**config.mk**
```make
export PLATFORM = sky130hd
export DESIGN_NAME = pitched_framebuffer_blit
export DESIGN_NICKNAME = d
export VERILOG_FILES = /design/src/pfb_pkg.sv /design/src/pfb_front.sv /design/src/pfb_fifo.sv /design/src/pfb_back.sv /design/src/pitched_framebuffer_blit.sv
export VERILOG_INCLUDE_DIRS = /design/src /design/src/src
export SDC_FILE = /design/constraint.sdc
export NUM_CORES = 1
export LEC_CHECK = 0
export BUFFER_PORTS_ARGS = -buffer_cell sky130_fd_sc_hd__buf_2
export CORE_MARGIN = 5
export CORE_UTILIZATION = 60
export CTS_BUF_LIST = sky130_fd_sc_hd__clkbuf_8
export DETAILED_ROUTE_END_ITERATION = 7
export PLACE_DENSITY = 0.82
export RECOVER_POWER = 100
export SYNTH_ARGS = -nofsm -noshare
export SYNTH_HDL_FRONTEND = slang
export SYNTH_SLANG_ARGS = --single-unit
```
**constraint.sdc**
```tcl
create_clock -name clk -period 6.2 [get_ports clk]
set_clock_uncertainty 0.2 [all_clocks]
set_input_delay 0 -clock clk [delete_from_list [all_inputs] [get_ports clk]]
set_output_delay 0 -clock clk [all_outputs]
set_load 0.01 [all_outputs]
```
**src/pitched_framebuffer_blit_assert.svh**
```systemverilog
`ifndef PITCHED_FRAMEBUFFER_BLIT_ASSERT_SVH
`define PITCHED_FRAMEBUFFER_BLIT_ASSERT_SVH

// condition that holds at every clock edge out of reset
`define PFB_ASSERT_ALWAYS(lbl, cond, msg) \
  lbl: assert property (@(posedge clk) disable iff (!rst_n) (cond)) \
    else $error(msg);

// consequence that follows in the cycle after the trigger
`define PFB_ASSERT_NEXT(lbl, ante, cons, msg) \
  lbl: assert property (@(posedge clk) disable iff (!rst_n) (ante) |=> (cons)) \
    else $error(msg);

`endif

```
**src/pfb_pkg.sv**
```systemverilog
package pfb_pkg;

  localparam int CFG_IDX_W  = 3;
  localparam int CFG_DATA_W = 32;

  localparam logic [CFG_IDX_W-1:0] REG_FRAME_BASE   = 3'd0;
  localparam logic [CFG_IDX_W-1:0] REG_LINE_PITCH   = 3'd1;
  localparam logic [CFG_IDX_W-1:0] REG_X_OFFSET     = 3'd2;
  localparam logic [CFG_IDX_W-1:0] REG_Y_OFFSET     = 3'd3;
  localparam logic [CFG_IDX_W-1:0] REG_PIXEL_MODE   = 3'd4;
  localparam logic [CFG_IDX_W-1:0] REG_IMAGE_WIDTH  = 3'd5;
  localparam logic [CFG_IDX_W-1:0] REG_IMAGE_HEIGHT = 3'd6;

  localparam logic [1:0] MODE_ARGB32 = 2'd0;
  localparam logic [1:0] MODE_RGB565 = 2'd1;

  typedef struct packed {
    logic [31:0] frame_base;
    logic [15:0] line_pitch;
    logic [11:0] x_offset;
    logic [11:0] y_offset;
    logic [1:0]  pixel_mode;
    logic [12:0] image_width;
    logic [12:0] image_height;
  } cfg_t;

  function automatic logic mode_wide(input cfg_t c);
    return c.pixel_mode == MODE_ARGB32;
  endfunction

  // a write goes out only with a nonzero base and a supported depth
  function automatic logic write_enabled(input cfg_t c);
    return (c.frame_base != 32'h0000_0000) &&
           (c.pixel_mode == MODE_ARGB32 || c.pixel_mode == MODE_RGB565);
  endfunction

endpackage

```
**src/pfb_front.sv**
```systemverilog
module pfb_front #(
  parameter int MAX_DIM = 4096
) (
  input  logic                       clk,
  input  logic                       rst_n,
  input  pfb_pkg::cfg_t              cfg,
  input  logic                       in_valid,
  output logic                       in_ready,
  input  logic [31:0]                in_pixel,
  output logic                       push_valid,
  input  logic                       push_ready,
  output logic [31:0]                push_pixel,
  output logic [$clog2(MAX_DIM)-1:0] push_col,
  output logic [$clog2(MAX_DIM)-1:0] push_row,
  output logic                       push_last
);
  import pfb_pkg::*;

  localparam int CNT_W = $clog2(MAX_DIM);
  localparam int EXT_W = CNT_W + 1;

  logic [CNT_W-1:0] col_r, col_nxt;
  logic [CNT_W-1:0] row_r, row_nxt;
  logic [EXT_W-1:0] w_eff, h_eff, col_inc, row_inc;
  logic             row_end, frame_end, accept;

  // zero acts as one, oversize acts as the maximum
  function automatic logic [EXT_W-1:0] clamp_dim(input logic [12:0] v);
    logic [31:0] v32;
    v32 = 32'(v);
    if (v32 == 32'd0) begin
      v32 = 32'd1;
    end else if (v32 > 32'(MAX_DIM)) begin
      v32 = 32'(MAX_DIM);
    end
    return EXT_W'(v32);
  endfunction

  assign w_eff     = clamp_dim(cfg.image_width);
  assign h_eff     = clamp_dim(cfg.image_height);
  assign col_inc   = EXT_W'(col_r) + EXT_W'(1);
  assign row_inc   = EXT_W'(row_r) + EXT_W'(1);
  // >= also covers counters left past a shrunk dimension
  assign row_end   = col_inc >= w_eff;
  assign frame_end = row_end && (row_inc >= h_eff);

  assign in_ready   = push_ready;
  assign accept     = in_valid && in_ready;
  assign push_valid = accept && write_enabled(cfg);
  assign push_pixel = in_pixel;
  assign push_col   = col_r;
  assign push_row   = row_r;
  assign push_last  = frame_end;

  always_comb begin
    col_nxt = col_r;
    row_nxt = row_r;
    if (accept) begin
      if (frame_end) begin
        col_nxt = '0;
        row_nxt = '0;
      end else if (row_end) begin
        col_nxt = '0;
        row_nxt = CNT_W'(row_inc);
      end else begin
        col_nxt = CNT_W'(col_inc);
      end
    end
  end

  always_ff @(posedge clk) begin
    if (!rst_n) begin
      col_r <= '0;
      row_r <= '0;
    end else begin
      col_r <= col_nxt;
      row_r <= row_nxt;
    end
  end

endmodule

```
**src/pfb_fifo.sv**
```systemverilog
module pfb_fifo #(
  parameter int WIDTH = 57,
  parameter int DEPTH = 4
) (
  input  logic             clk,
  input  logic             rst_n,
  input  logic             push_valid,
  output logic             push_ready,
  input  logic [WIDTH-1:0] push_data,
  output logic             pop_valid,
  input  logic             pop_ready,
  output logic [WIDTH-1:0] pop_data
);
  `include "pitched_framebuffer_blit_assert.svh"

  localparam int PTR_W = (DEPTH > 1) ? $clog2(DEPTH) : 1;
  localparam int CNT_W = $clog2(DEPTH + 1);

  logic [WIDTH-1:0] mem_r [DEPTH];
  logic [PTR_W-1:0] wr_ptr_r, wr_ptr_nxt, rd_ptr_r, rd_ptr_nxt;
  logic [CNT_W-1:0] count_r, count_nxt;
  logic             do_push, do_pop;

  assign push_ready = count_r != CNT_W'(DEPTH);
  assign pop_valid  = count_r != '0;
  assign pop_data   = mem_r[rd_ptr_r];
  assign do_push    = push_valid && push_ready;
  assign do_pop     = pop_valid && pop_ready;

  always_comb begin
    wr_ptr_nxt = wr_ptr_r;
    rd_ptr_nxt = rd_ptr_r;
    count_nxt  = count_r;
    if (do_push) begin
      wr_ptr_nxt = (wr_ptr_r == PTR_W'(DEPTH - 1)) ? '0 : wr_ptr_r + 1'b1;
    end
    if (do_pop) begin
      rd_ptr_nxt = (rd_ptr_r == PTR_W'(DEPTH - 1)) ? '0 : rd_ptr_r + 1'b1;
    end
    if (do_push && !do_pop) begin
      count_nxt = count_r + 1'b1;
    end else if (do_pop && !do_push) begin
      count_nxt = count_r - 1'b1;
    end
  end

  always_ff @(posedge clk) begin
    if (!rst_n) begin
      wr_ptr_r <= '0;
      rd_ptr_r <= '0;
      count_r  <= '0;
    end else begin
      wr_ptr_r <= wr_ptr_nxt;
      rd_ptr_r <= rd_ptr_nxt;
      count_r  <= count_nxt;
    end
  end

  always_ff @(posedge clk) begin
    if (do_push) begin
      mem_r[wr_ptr_r] <= push_data;
    end
  end

  `PFB_ASSERT_ALWAYS(a_fifo_bound, count_r <= CNT_W'(DEPTH), "queue count past depth")
  `PFB_ASSERT_NEXT(a_fifo_grow, do_push && !do_pop, count_r == $past(count_r) + 1'b1,
    "queue count did not grow on push")
  `PFB_ASSERT_NEXT(a_fifo_shrink, do_pop && !do_push, count_r == $past(count_r) - 1'b1,
    "queue count did not shrink on pop")

endmodule

```
**src/pfb_back.sv**
```systemverilog
module pfb_back #(
  parameter int MAX_DIM = 4096
) (
  input  logic                       clk,
  input  logic                       rst_n,
  input  pfb_pkg::cfg_t              cfg,
  input  logic                       pop_valid,
  output logic                       pop_ready,
  input  logic [31:0]                pop_pixel,
  input  logic [$clog2(MAX_DIM)-1:0] pop_col,
  input  logic [$clog2(MAX_DIM)-1:0] pop_row,
  input  logic                       pop_last,
  output logic                       out_valid,
  input  logic                       out_ready,
  output logic [31:0]                out_addr,
  output logic [31:0]                out_data,
  output logic                       out_wide,
  output logic                       out_last
);
  import pfb_pkg::*;
  `include "pitched_framebuffer_blit_assert.svh"

  localparam int CNT_W  = $clog2(MAX_DIM);
  localparam int SUM_W  = ((CNT_W > 12) ? CNT_W : 12) + 1;
  localparam int PROD_W = SUM_W + 16;

  logic             wide;
  logic             s1_ready, s2_ready, out_ready_int;

  logic             s1_valid_r;
  logic [31:0]      s1_pixel_r;
  logic             s1_last_r;
  logic [SUM_W-1:0] s1_row_r, s1_col_r;

  logic             s2_valid_r;
  logic [31:0]      s2_pixel_r;
  logic             s2_last_r;
  logic [31:0]      s2_prod_r, s2_coff_r;

  logic             out_valid_r;
  logic [31:0]      out_addr_r, out_data_r;
  logic             out_wide_r, out_last_r;

  logic [PROD_W-1:0] prod;
  logic [31:0]       col_ext, coff, addr_nxt, data_nxt;

  assign wide          = mode_wide(cfg);
  assign out_ready_int = !out_valid_r || out_ready;
  assign s2_ready      = !s2_valid_r || out_ready_int;
  assign s1_ready      = !s1_valid_r || s2_ready;
  assign pop_ready     = s1_ready;

  assign prod     = PROD_W'(s1_row_r) * PROD_W'(cfg.line_pitch);
  assign col_ext  = 32'(s1_col_r);
  assign coff     = wide ? (col_ext << 2) : (col_ext << 1);
  assign addr_nxt = cfg.frame_base + s2_prod_r + s2_coff_r;
  // rgb565 by truncation, alpha dropped
  assign data_nxt = wide ? s2_pixel_r
                         : {16'h0000, s2_pixel_r[23:19], s2_pixel_r[15:10], s2_pixel_r[7:3]};

  always_ff @(posedge clk) begin
    if (!rst_n) begin
      s1_valid_r  <= 1'b0;
      s2_valid_r  <= 1'b0;
      out_valid_r <= 1'b0;
    end else begin
      if (s1_ready) begin
        s1_valid_r <= pop_valid;
      end
      if (s2_ready) begin
        s2_valid_r <= s1_valid_r;
      end
      if (out_ready_int) begin
        out_valid_r <= s2_valid_r;
      end
    end
  end

  always_ff @(posedge clk) begin
    if (pop_valid && s1_ready) begin
      s1_pixel_r <= pop_pixel;
      s1_last_r  <= pop_last;
      s1_row_r   <= SUM_W'(pop_row) + SUM_W'(cfg.y_offset);
      s1_col_r   <= SUM_W'(pop_col) + SUM_W'(cfg.x_offset);
    end
    if (s1_valid_r && s2_ready) begin
      s2_pixel_r <= s1_pixel_r;
      s2_last_r  <= s1_last_r;
      s2_prod_r  <= 32'(prod);
      s2_coff_r  <= coff;
    end
    if (s2_valid_r && out_ready_int) begin
      out_addr_r <= addr_nxt;
      out_data_r <= data_nxt;
      out_wide_r <= wide;
      out_last_r <= s2_last_r;
    end
  end

  assign out_valid = out_valid_r;
  assign out_addr  = out_addr_r;
  assign out_data  = out_data_r;
  assign out_wide  = out_wide_r;
  assign out_last  = out_last_r;

  `PFB_ASSERT_NEXT(a_pop_enters, pop_valid && pop_ready, s1_valid_r,
    "popped request lost before first stage")
  `PFB_ASSERT_NEXT(a_s2_to_out, s2_valid_r && out_ready_int, out_valid_r,
    "request lost between multiply stage and output")
  `PFB_ASSERT_ALWAYS(a_narrow_upper, !out_valid_r || out_wide_r || out_data_r[31:16] == 16'h0000,
    "two-byte write carries upper data bits")

endmodule

```
**src/pitched_framebuffer_blit.sv**
```systemverilog
// Pitched framebuffer blitter: ARGB8888 pixels in raster order become memory writes.
// Configure with cfg_wr_en/cfg_index/cfg_wdata while the block is idle: 0 frame base,
// 1 line pitch, 2 x offset, 3 y offset, 4 pixel mode (0 32 bpp, 1 rgb565), 5 width,
// 6 height. A zero base or an unsupported mode consumes pixels without writes.
// in_tdata carries one source pixel per request. Each accepted pixel yields at most one
// write on the out_ channel: address and data in out_tdata, byte size in out_tuser,
// last pixel of the frame in out_tlast. Column and row counters advance on every pixel.
// Throughput is one pixel per clock while out_tready is high; between input acceptance and
// out_tvalid come the queue write, then offset add, row times pitch multiply, address add.
// The row-by-pitch multiplier is pipelined behind its own register and sets the depth.
// A four-entry queue separates the pixel counter front from the address pipeline;
// when out_tready is low the pipeline fills, then the queue, then in_tready drops.
// Synchronous reset clears the counters, queue and pipeline, and restores the
// registers to zero with width and height of one.
module pitched_framebuffer_blit #(
  parameter int MAX_DIM = 4096
) (
  input  logic                           clk,
  input  logic                           rst_n,
  input  logic                           cfg_wr_en,
  input  logic [pfb_pkg::CFG_IDX_W-1:0]  cfg_index,
  input  logic [pfb_pkg::CFG_DATA_W-1:0] cfg_wdata,
  input  logic                           in_tvalid,
  output logic                           in_tready,
  input  logic [31:0]                    in_tdata,   // [31:0] source_pixel
  output logic                           out_tvalid,
  input  logic                           out_tready,
  output logic [63:0]                    out_tdata,  // [31:0] write_address, [63:32] write_data
  output logic                           out_tuser,  // [0] wide_write
  output logic                           out_tlast
);
  import pfb_pkg::*;

  localparam int CNT_W   = $clog2(MAX_DIM);
  localparam int Q_WIDTH = 32 + 2 * CNT_W + 1;
  localparam int Q_DEPTH = 4;

  cfg_t cfg_r, cfg_nxt;

  logic               push_valid, push_ready, push_last;
  logic [31:0]        push_pixel;
  logic [CNT_W-1:0]   push_col, push_row;
  logic [Q_WIDTH-1:0] push_data, pop_data;
  logic               pop_valid, pop_ready;
  logic [31:0]        out_addr, out_data;

  always_comb begin
    cfg_nxt = cfg_r;
    if (cfg_wr_en) begin
      case (cfg_index)
        REG_FRAME_BASE:   cfg_nxt.frame_base   = cfg_wdata[31:0];
        REG_LINE_PITCH:   cfg_nxt.line_pitch   = cfg_wdata[15:0];
        REG_X_OFFSET:     cfg_nxt.x_offset     = cfg_wdata[11:0];
        REG_Y_OFFSET:     cfg_nxt.y_offset     = cfg_wdata[11:0];
        REG_PIXEL_MODE:   cfg_nxt.pixel_mode   = cfg_wdata[1:0];
        REG_IMAGE_WIDTH:  cfg_nxt.image_width  = cfg_wdata[12:0];
        REG_IMAGE_HEIGHT: cfg_nxt.image_height = cfg_wdata[12:0];
        default: ;
      endcase
    end
  end

  always_ff @(posedge clk) begin
    if (!rst_n) begin
      cfg_r.frame_base   <= '0;
      cfg_r.line_pitch   <= '0;
      cfg_r.x_offset     <= '0;
      cfg_r.y_offset     <= '0;
      cfg_r.pixel_mode   <= MODE_ARGB32;
      cfg_r.image_width  <= 13'd1;
      cfg_r.image_height <= 13'd1;
    end else begin
      cfg_r <= cfg_nxt;
    end
  end

  pfb_front #(.MAX_DIM(MAX_DIM)) u_front (
    .clk        (clk),
    .rst_n      (rst_n),
    .cfg        (cfg_r),
    .in_valid   (in_tvalid),
    .in_ready   (in_tready),
    .in_pixel   (in_tdata),
    .push_valid (push_valid),
    .push_ready (push_ready),
    .push_pixel (push_pixel),
    .push_col   (push_col),
    .push_row   (push_row),
    .push_last  (push_last)
  );

  assign push_data = {push_pixel, push_row, push_col, push_last};

  pfb_fifo #(.WIDTH(Q_WIDTH), .DEPTH(Q_DEPTH)) u_queue (
    .clk        (clk),
    .rst_n      (rst_n),
    .push_valid (push_valid),
    .push_ready (push_ready),
    .push_data  (push_data),
    .pop_valid  (pop_valid),
    .pop_ready  (pop_ready),
    .pop_data   (pop_data)
  );

  pfb_back #(.MAX_DIM(MAX_DIM)) u_back (
    .clk       (clk),
    .rst_n     (rst_n),
    .cfg       (cfg_r),
    .pop_valid (pop_valid),
    .pop_ready (pop_ready),
    .pop_pixel (pop_data[Q_WIDTH-1 -: 32]),
    .pop_row   (pop_data[2*CNT_W -: CNT_W]),
    .pop_col   (pop_data[CNT_W -: CNT_W]),
    .pop_last  (pop_data[0]),
    .out_valid (out_tvalid),
    .out_ready (out_tready),
    .out_addr  (out_addr),
    .out_data  (out_data),
    .out_wide  (out_tuser),
    .out_last  (out_tlast)
  );

  assign out_tdata = {out_data, out_addr};

endmodule
```
== After elaboration in Yosys (flattened, before gate mapping) ==
Memories as Yosys holds them, arrays and structs flattened. A register that Yosys moved wholly into a read port is not among the register bits.
Cells that the tools add are included.

* Bits in registers: 353
* Memories kept: 1
* Bits in writable memories: 228
* Bits of input ports: 72
* Word-level logic and storage cells: 109
* Output and inout bits: 68

* Reductions and logical operators: 35
* Order comparisons: 4
* Mux-type cells: 18
* $add $sub $neg: 10
* Multiply operators: 1
* Equal/unequal tests: 10

{| class="wikitable"
|+ Memory list
! memory !! depth !! bits a word !! read ports !! clocked after memory_dff !! write ports !! line !! source
|-
| u_queue.mem_r || 4 || 57 || 1 || 1 || 1 || pfb_fifo.sv:19 || <nowiki>logic [WIDTH-1:0] mem_r [DEPTH];</nowiki>
|}

{| class="wikitable"
|+ Operators with widths
! kind !! number
|-
| two-way mux 13 bit || 4
|-
| two-way mux 12 bit || 4
|-
| adder 32 x 29 -> 32 bit || 1
|-
| adder 32 bit || 1
|-
| nonzero test 32 bit || 1
|-
| multiplier 13 x 16 -> 29 bit || 1
|-
| adder 12 x 1 -> 13 bit, second input constant || 2
|-
| adder 12 x 12 -> 13 bit || 2
|-
| greater-or-equal comparator 13 bit || 2
|-
| greater-than comparator 13 bit, second input constant || 2
|-
| zero test 13 bit || 2
|-
| two-way mux 16 bit || 1
|-
| AND reduction 2 bit || 8
|-
| two-way mux 14 bit || 1
|-
| logical AND 1 bit || 10
|-
| equality test 3 bit, second input constant || 3
|-
| two-way mux 2 bit || 4
|-
| equality test 3 x 2 -> 1 bit, second input constant || 2
|-
| two-way mux 3 bit || 2
|-
| zero test 1 bit || 5
|-
| adder 2 x 1 -> 2 bit, second input constant || 2
|-
| equality test 2 bit, second input constant || 2
|-
| logical OR 1 bit || 4
|-
| nonzero test 2 bit || 2
|-
| other kinds (9) || 10
|}

== Logic depth before layout (Yosys ltp) ==
* Word-level depth: 9
* Depth in mapped cells: 21
* Depth with buffers taken out: 20

== Hierarchy ==
Synthesis repeated with hierarchy kept, for this count alone.

* Cell total of the unflattened synthesis: 2572
* Area, all modules: 31755.5 um^2

{| class="wikitable"
|+ Modules (own cells, without submodules)
! module !! area each (um^2) !! cells each !! seq. area each (um^2) !! times used
|-
| pfb_back || 16878.7 || 1547 || 6095.8 || 1
|-
| pfb_fifo || 8700.8 || 348 || 7026.7 || 1
|-
| pitched_framebuffer_blit || 3737.3 || 367 || 2001.9 || 1
|-
| pfb_front || 2438.6 || 310 || 480.5 || 1
|}

== Worst setup path before layout ==
OpenSTA, ideal clock, no wires.

* Path kind: register -> register
* From: reg u_back.s1_row_r[4]
* To: reg u_back.s2_prod_r[27], data pin
* Required time: 5.740 ns
* Data arrival time: 5.073 ns
* Path slack: 0.667 ns
* Stages on the path, launching flop included: 20
* Setup time: 0.260 ns
* Path buffers: 1
* Period minus slack after synthesis: 5.533 ns
* Cell sequence: edfxtp_1 > clkbuf_1 > nand2_1 > fa_1 > fa_1 > inv_1 > fa_1 > fa_1 > inv_1 > fa_1 > inv_1 > ha_1 > a21oi_1 > nand2_1 > nor3b_2 > or3b_1 > a21oi_2 > o21ai_2 > a311oi_2 > xnor2_1

* Longest elaborated chain between the ends: 1

{| class="wikitable"
|+ RTL lines
! what !! line !! source
|-
| from (decl) || pfb_back.sv:33 || <nowiki>logic [SUM_W-1:0] s1_row_r, s1_col_r;</nowiki>
|-
| from (signal assigned) || pfb_back.sv:83 || <nowiki>s1_row_r <= SUM_W'(pop_row) + SUM_W'(cfg.y_offset);</nowiki>
|-
| multiplier 13 x 16 -> 29 bit || pfb_back.sv:53 || <nowiki>assign prod = PROD_W'(s1_row_r) * PROD_W'(cfg.line_pitch);</nowiki>
|-
| named net u_back.prod[27] || pfb_back.sv:44 || <nowiki>logic [PROD_W-1:0] prod;</nowiki>
|-
| to (signal assigned) || pfb_back.sv:89 || <nowiki>s2_prod_r <= 32'(prod);</nowiki>
|-
| to (decl) || pfb_back.sv:38 || <nowiki>logic [31:0] s2_prod_r, s2_coff_r;</nowiki>
|}

The timed path passes the listed nets, and every way through them passes these cells.
A chain may end at the register's enable or synchronous reset.

== Worst setup path in the final report ==
* From: reg u_back.s1_row_r[7]
* To: reg u_back.s2_prod_r[27], data pin

Same word-level chain as after synthesis.

==> impl_results.md <==
- Die Area: 55900 µm²
- Register bit total from synthesis: 565
- Mapped cell area: 30800 µm²
- Fmax: 0.167 GHz
- Met2 Use GR: 0.478
- Antenna viol nets, final: 0
- Layout filler cell count: 3519
- CTS Buf Count: 89
- DP HPWL: 49000 µm
- Max-slew headroom: -1.92
- Highest-count cells in the layout ignoring fill and taps: edfxtp_1, nand2_1, inv_1, ha_1, dlygate4sd3_1
- Cell count along the critical path: 18
- Synthesis-to-layout area growth: 15.5%
- DR vias: 20.6k
- Placed cells: 3247
- Synth top area share: 0.419
- Drt first pass iters: 5
- Grt total ovfl: 0
- Startpoint types: flop
- Post-layout util: 0.695
- Clock-pin slew on the worst setup and hold paths: 60 ps
- Clock sinks: 565
- Synth Flop Type: edfxtp_1
- Crit Reg-Reg Endpoint: u_back.s2_prod_r[27]
- Number of setup violations in the final report: 0
- CP peak stage delay: 710 ps
- Cell Rows: 83
- Critical Path Source: u_back.s1_row_r[7]
- Power per Cell Area: 326 nW/µm²
- Syn Area/Cell: 12.3 µm²
- Hold slack final: 46.9 ps
- Share of layout cells above drive strength 1: 0.108
- H-tree depth: 3
- Final Hold Vio Count: 0
- Count of different cell masters after synthesis: 68
- Ports: 140
- CP arrival: 6210 ps
- Critical path type: reg -> reg
- Worst R2R Setup Slack: 220 ps
- RSZ-0062 raised after global routing: false
- Crit share post-route: 0.965
- GR peak layer: met2
- Total Neg Setup Slack: 0 ps
- Worst VDD drop: 0.000385 V
- Number of global-route vias before repair: 21.9k
- Final #Nets: 3263
- Placement Setup Slack: 249 ps
- Crit-path cells: nand2_1 > fa_1 > inv_1 > fa_1 > fa_1 > fa_1 > inv_1 > fa_1 > inv_1 > ha_1 > a21oi_1 > nand2_1 > nor3b_2 > or3b_1 > a21oi_1 > o21ai_1 > a311oi_2 > xnor2_1
- Most frequent CP cell: fa_1
- DR iter-0 viols: 1478
- Setup crit end: u_back.s2_prod_r[27]
- Slowest cell on the critical path: edfxtp_1
- Max-cap violations: 11
- Area leader, netlist: edfxtp_1
- Per-cell routed wire length: 21.0 µm
- Chip Height: 236 µm
- Worst min path class: in -> reg
- Initial Util: 0.602
- DRC Markers: 0
- Final-report max-slew violation count: 529
- R2R cell count: 18
- Non-filler cells, final: 3597
- Final setup margin: 215 ps
- Worst Path Required: 6430 ps
- Net Count, Synth: 2914
- Async SR Flop Fraction: 0
- Worst slew pin tran: 4380 ps
- Critical path buffer and inverter count: 3
- Placer's final routability congestion estimate: 0.909
- WL final: 75700 µm
- Area of the multi-input gates: 13900 µm²
- Register area share after synthesis: 0.507
- Register Area: 15600 µm²
- Largest net degree at the start of global routing: 128
- Root Driver: clkbuf_8
- Outcome: finished, violations left
- Worst-path fanout max: 16
- Ys Warns: 0
- # diodes: 0
- Post-Syn Instances: 2494
- Worst skew pair latency: 720 ps
- Critical path's top delay family: adder cells
- Failing checks: capacitance limit, slew limit
- Die width: 236 µm
- CORE AREA: 51100 µm²
- Worst reg2reg startpoint: u_back.s1_row_r[7]
- Commonest non-fill, non-tap cell in the layout: edfxtp_1
- Number of enable-type register cells in the synthesized netlist: 429
- CTS tree: done
- Leading post-synthesis cells by cell area: edfxtp_1, fa_1, dfxtp_1
- GR Util met1: 0.329
- Vias per cell: 5.71
- Initial antenna violation count: 0
- Critical Path Sink Type: flop
- First-pass GRT wire length: 118000 µm
- GRT met3 Usage: 0.0426
- Clk buf depth: 3
- Static leakage: 0.0143 µW
- Number of port buffers: 139
- Min Tclk post-route: 5980 ps
- GRT Total Usage: 0.268
-- report_power, final --
group	switching, µW	internal (µW)	leakage [µW]
combinational	1730	1290	0.00815
clock	1550	1520	0.000985
sequential	452	5030	0.00519
-- sequential cells by signal, indices dropped and copies added, names as in the netlist, 12 cells and up, named ones only --
register           count
cfg_r                100
u_back.out_addr       32
u_back.out_data       32
u_back.s1_col_r       13
u_back.s1_pixel_r     32
u_back.s1_row_r       13
u_back.s2_coff_r      14
u_back.s2_pixel_r     32
u_back.s2_prod_r      29
u_front.push_col      12
u_front.push_row      12
u_queue.mem_r        228
-- cells by family (layout without fill, tap and decap cells) --
family | after synthesis | in the layout | synth area share
muxes | 91 | 91 | 0.0539
AOI/OAI and AO/OA | 348 | 348 | 0.0786
DFF | 565 | 565 | 0.507
xor gates and xnor gates | 92 | 92 | 0.0262
adders and majority gates | 348 | 348 | 0.183
buffers and inverters | 336 | 759 | 0.0416
and+or+nand+nor | 714 | 714 | 0.109
-- cell type report --
| cell class | count | share of cell area |
|---|---|---|
| Timing Repair Buffer | 348 | 0.0723 |
| Inverter | 246 | 0.0260 |
| Tap cell | 680 | 0.0239 |
| Multi-Input combinational cell | 1593 | 0.391 |
| Clock inverter | 71 | 0.0117 |
| Clock buffer | 94 | 0.0364 |
| Sequential cell | 565 | 0.439 |
-- how the worst min path moves through the flow --
| stage | start | end | slack [ps] | cells past startpoint |
|---|---|---|---|---|
| after global routing | cfg_wdata[14] | cfg_r[66] | 20 | 4 |
| final | cfg_wdata[8] | cfg_r[21] | 50 | 4 |
| after floorplan | in_tdata[0] | u_queue.mem_r[0][25] | -100 | 0 |
| after CTS | cfg_wdata[6] | cfg_r[46] | 0.4 | 4 |
| after detailed placement | in_tdata[24] | u_queue.mem_r[1][49] | 20 | 1 |
| after global placement | in_tdata[15] | u_queue.mem_r[2][40] | 10 | 1 |
-- repair_timing --
item	CTS	global route
hold endpoints to repair	252	0
setup buffers	0	11
gates resized for setup	0	1
endpoints found under the setup margin	0	3
hold buffers	174	0
-- cell usage after synthesis, types with 7 or more instances --
library cell / number
ha_1: 176
and2_1: 126
fa_1: 172
o2bb2ai_1: 9
clkbuf_1: 79
nor4_1: 13
dfxtp_1: 136
xnor2_1: 62
inv_1: 246
a21boi_0: 108
nor3_1: 18
mux2_2: 28
nand3b_1: 11
and3_1: 20
a31oi_1: 8
edfxtp_1: 429
o21ai_0: 39
nand2b_1: 8
nand2_1: 390
a21oi_1: 75
mux4_2: 57
nand3_1: 32
a21o_1: 33
nor2_1: 41
or3_1: 9
o21bai_1: 14
xor2_1: 30
nor2b_1: 29
o21ai_1: 9
nand4_1: 7
-- per-stage QoR --
stage               cell area [µm²]  total power [µW]
CTS                           35600             11500
global route                  35500             12100
detailed placement            32200              8370
finish                        35500             11600
global placement              32200              8230
floorplan                     30800              7430
-- worst register-to-register path, cell delays in order, from the launching register on --
cell	delay [ps]
edfxtp_1	710
nand2_1	170
fa_1	560
inv_1	60
fa_1	550
fa_1	450
fa_1	500
inv_1	50
fa_1	480
inv_1	50
ha_1	320
a21oi_1	250
nand2_1	150
nor3b_2	180
or3b_1	410
a21oi_1	160
o21ai_1	110
a311oi_2	300
xnor2_1	90
-- metal layers --
layer / vias to the layer above / part of all wire
met5: - / 0
met4: 0 / 0.037
met3: 188 / 0.056
met2: 732 / 0.53
met1: 10289 / 0.38
li1: 9345 / -
No activity file was read; power rests on OpenSTA's default activity.
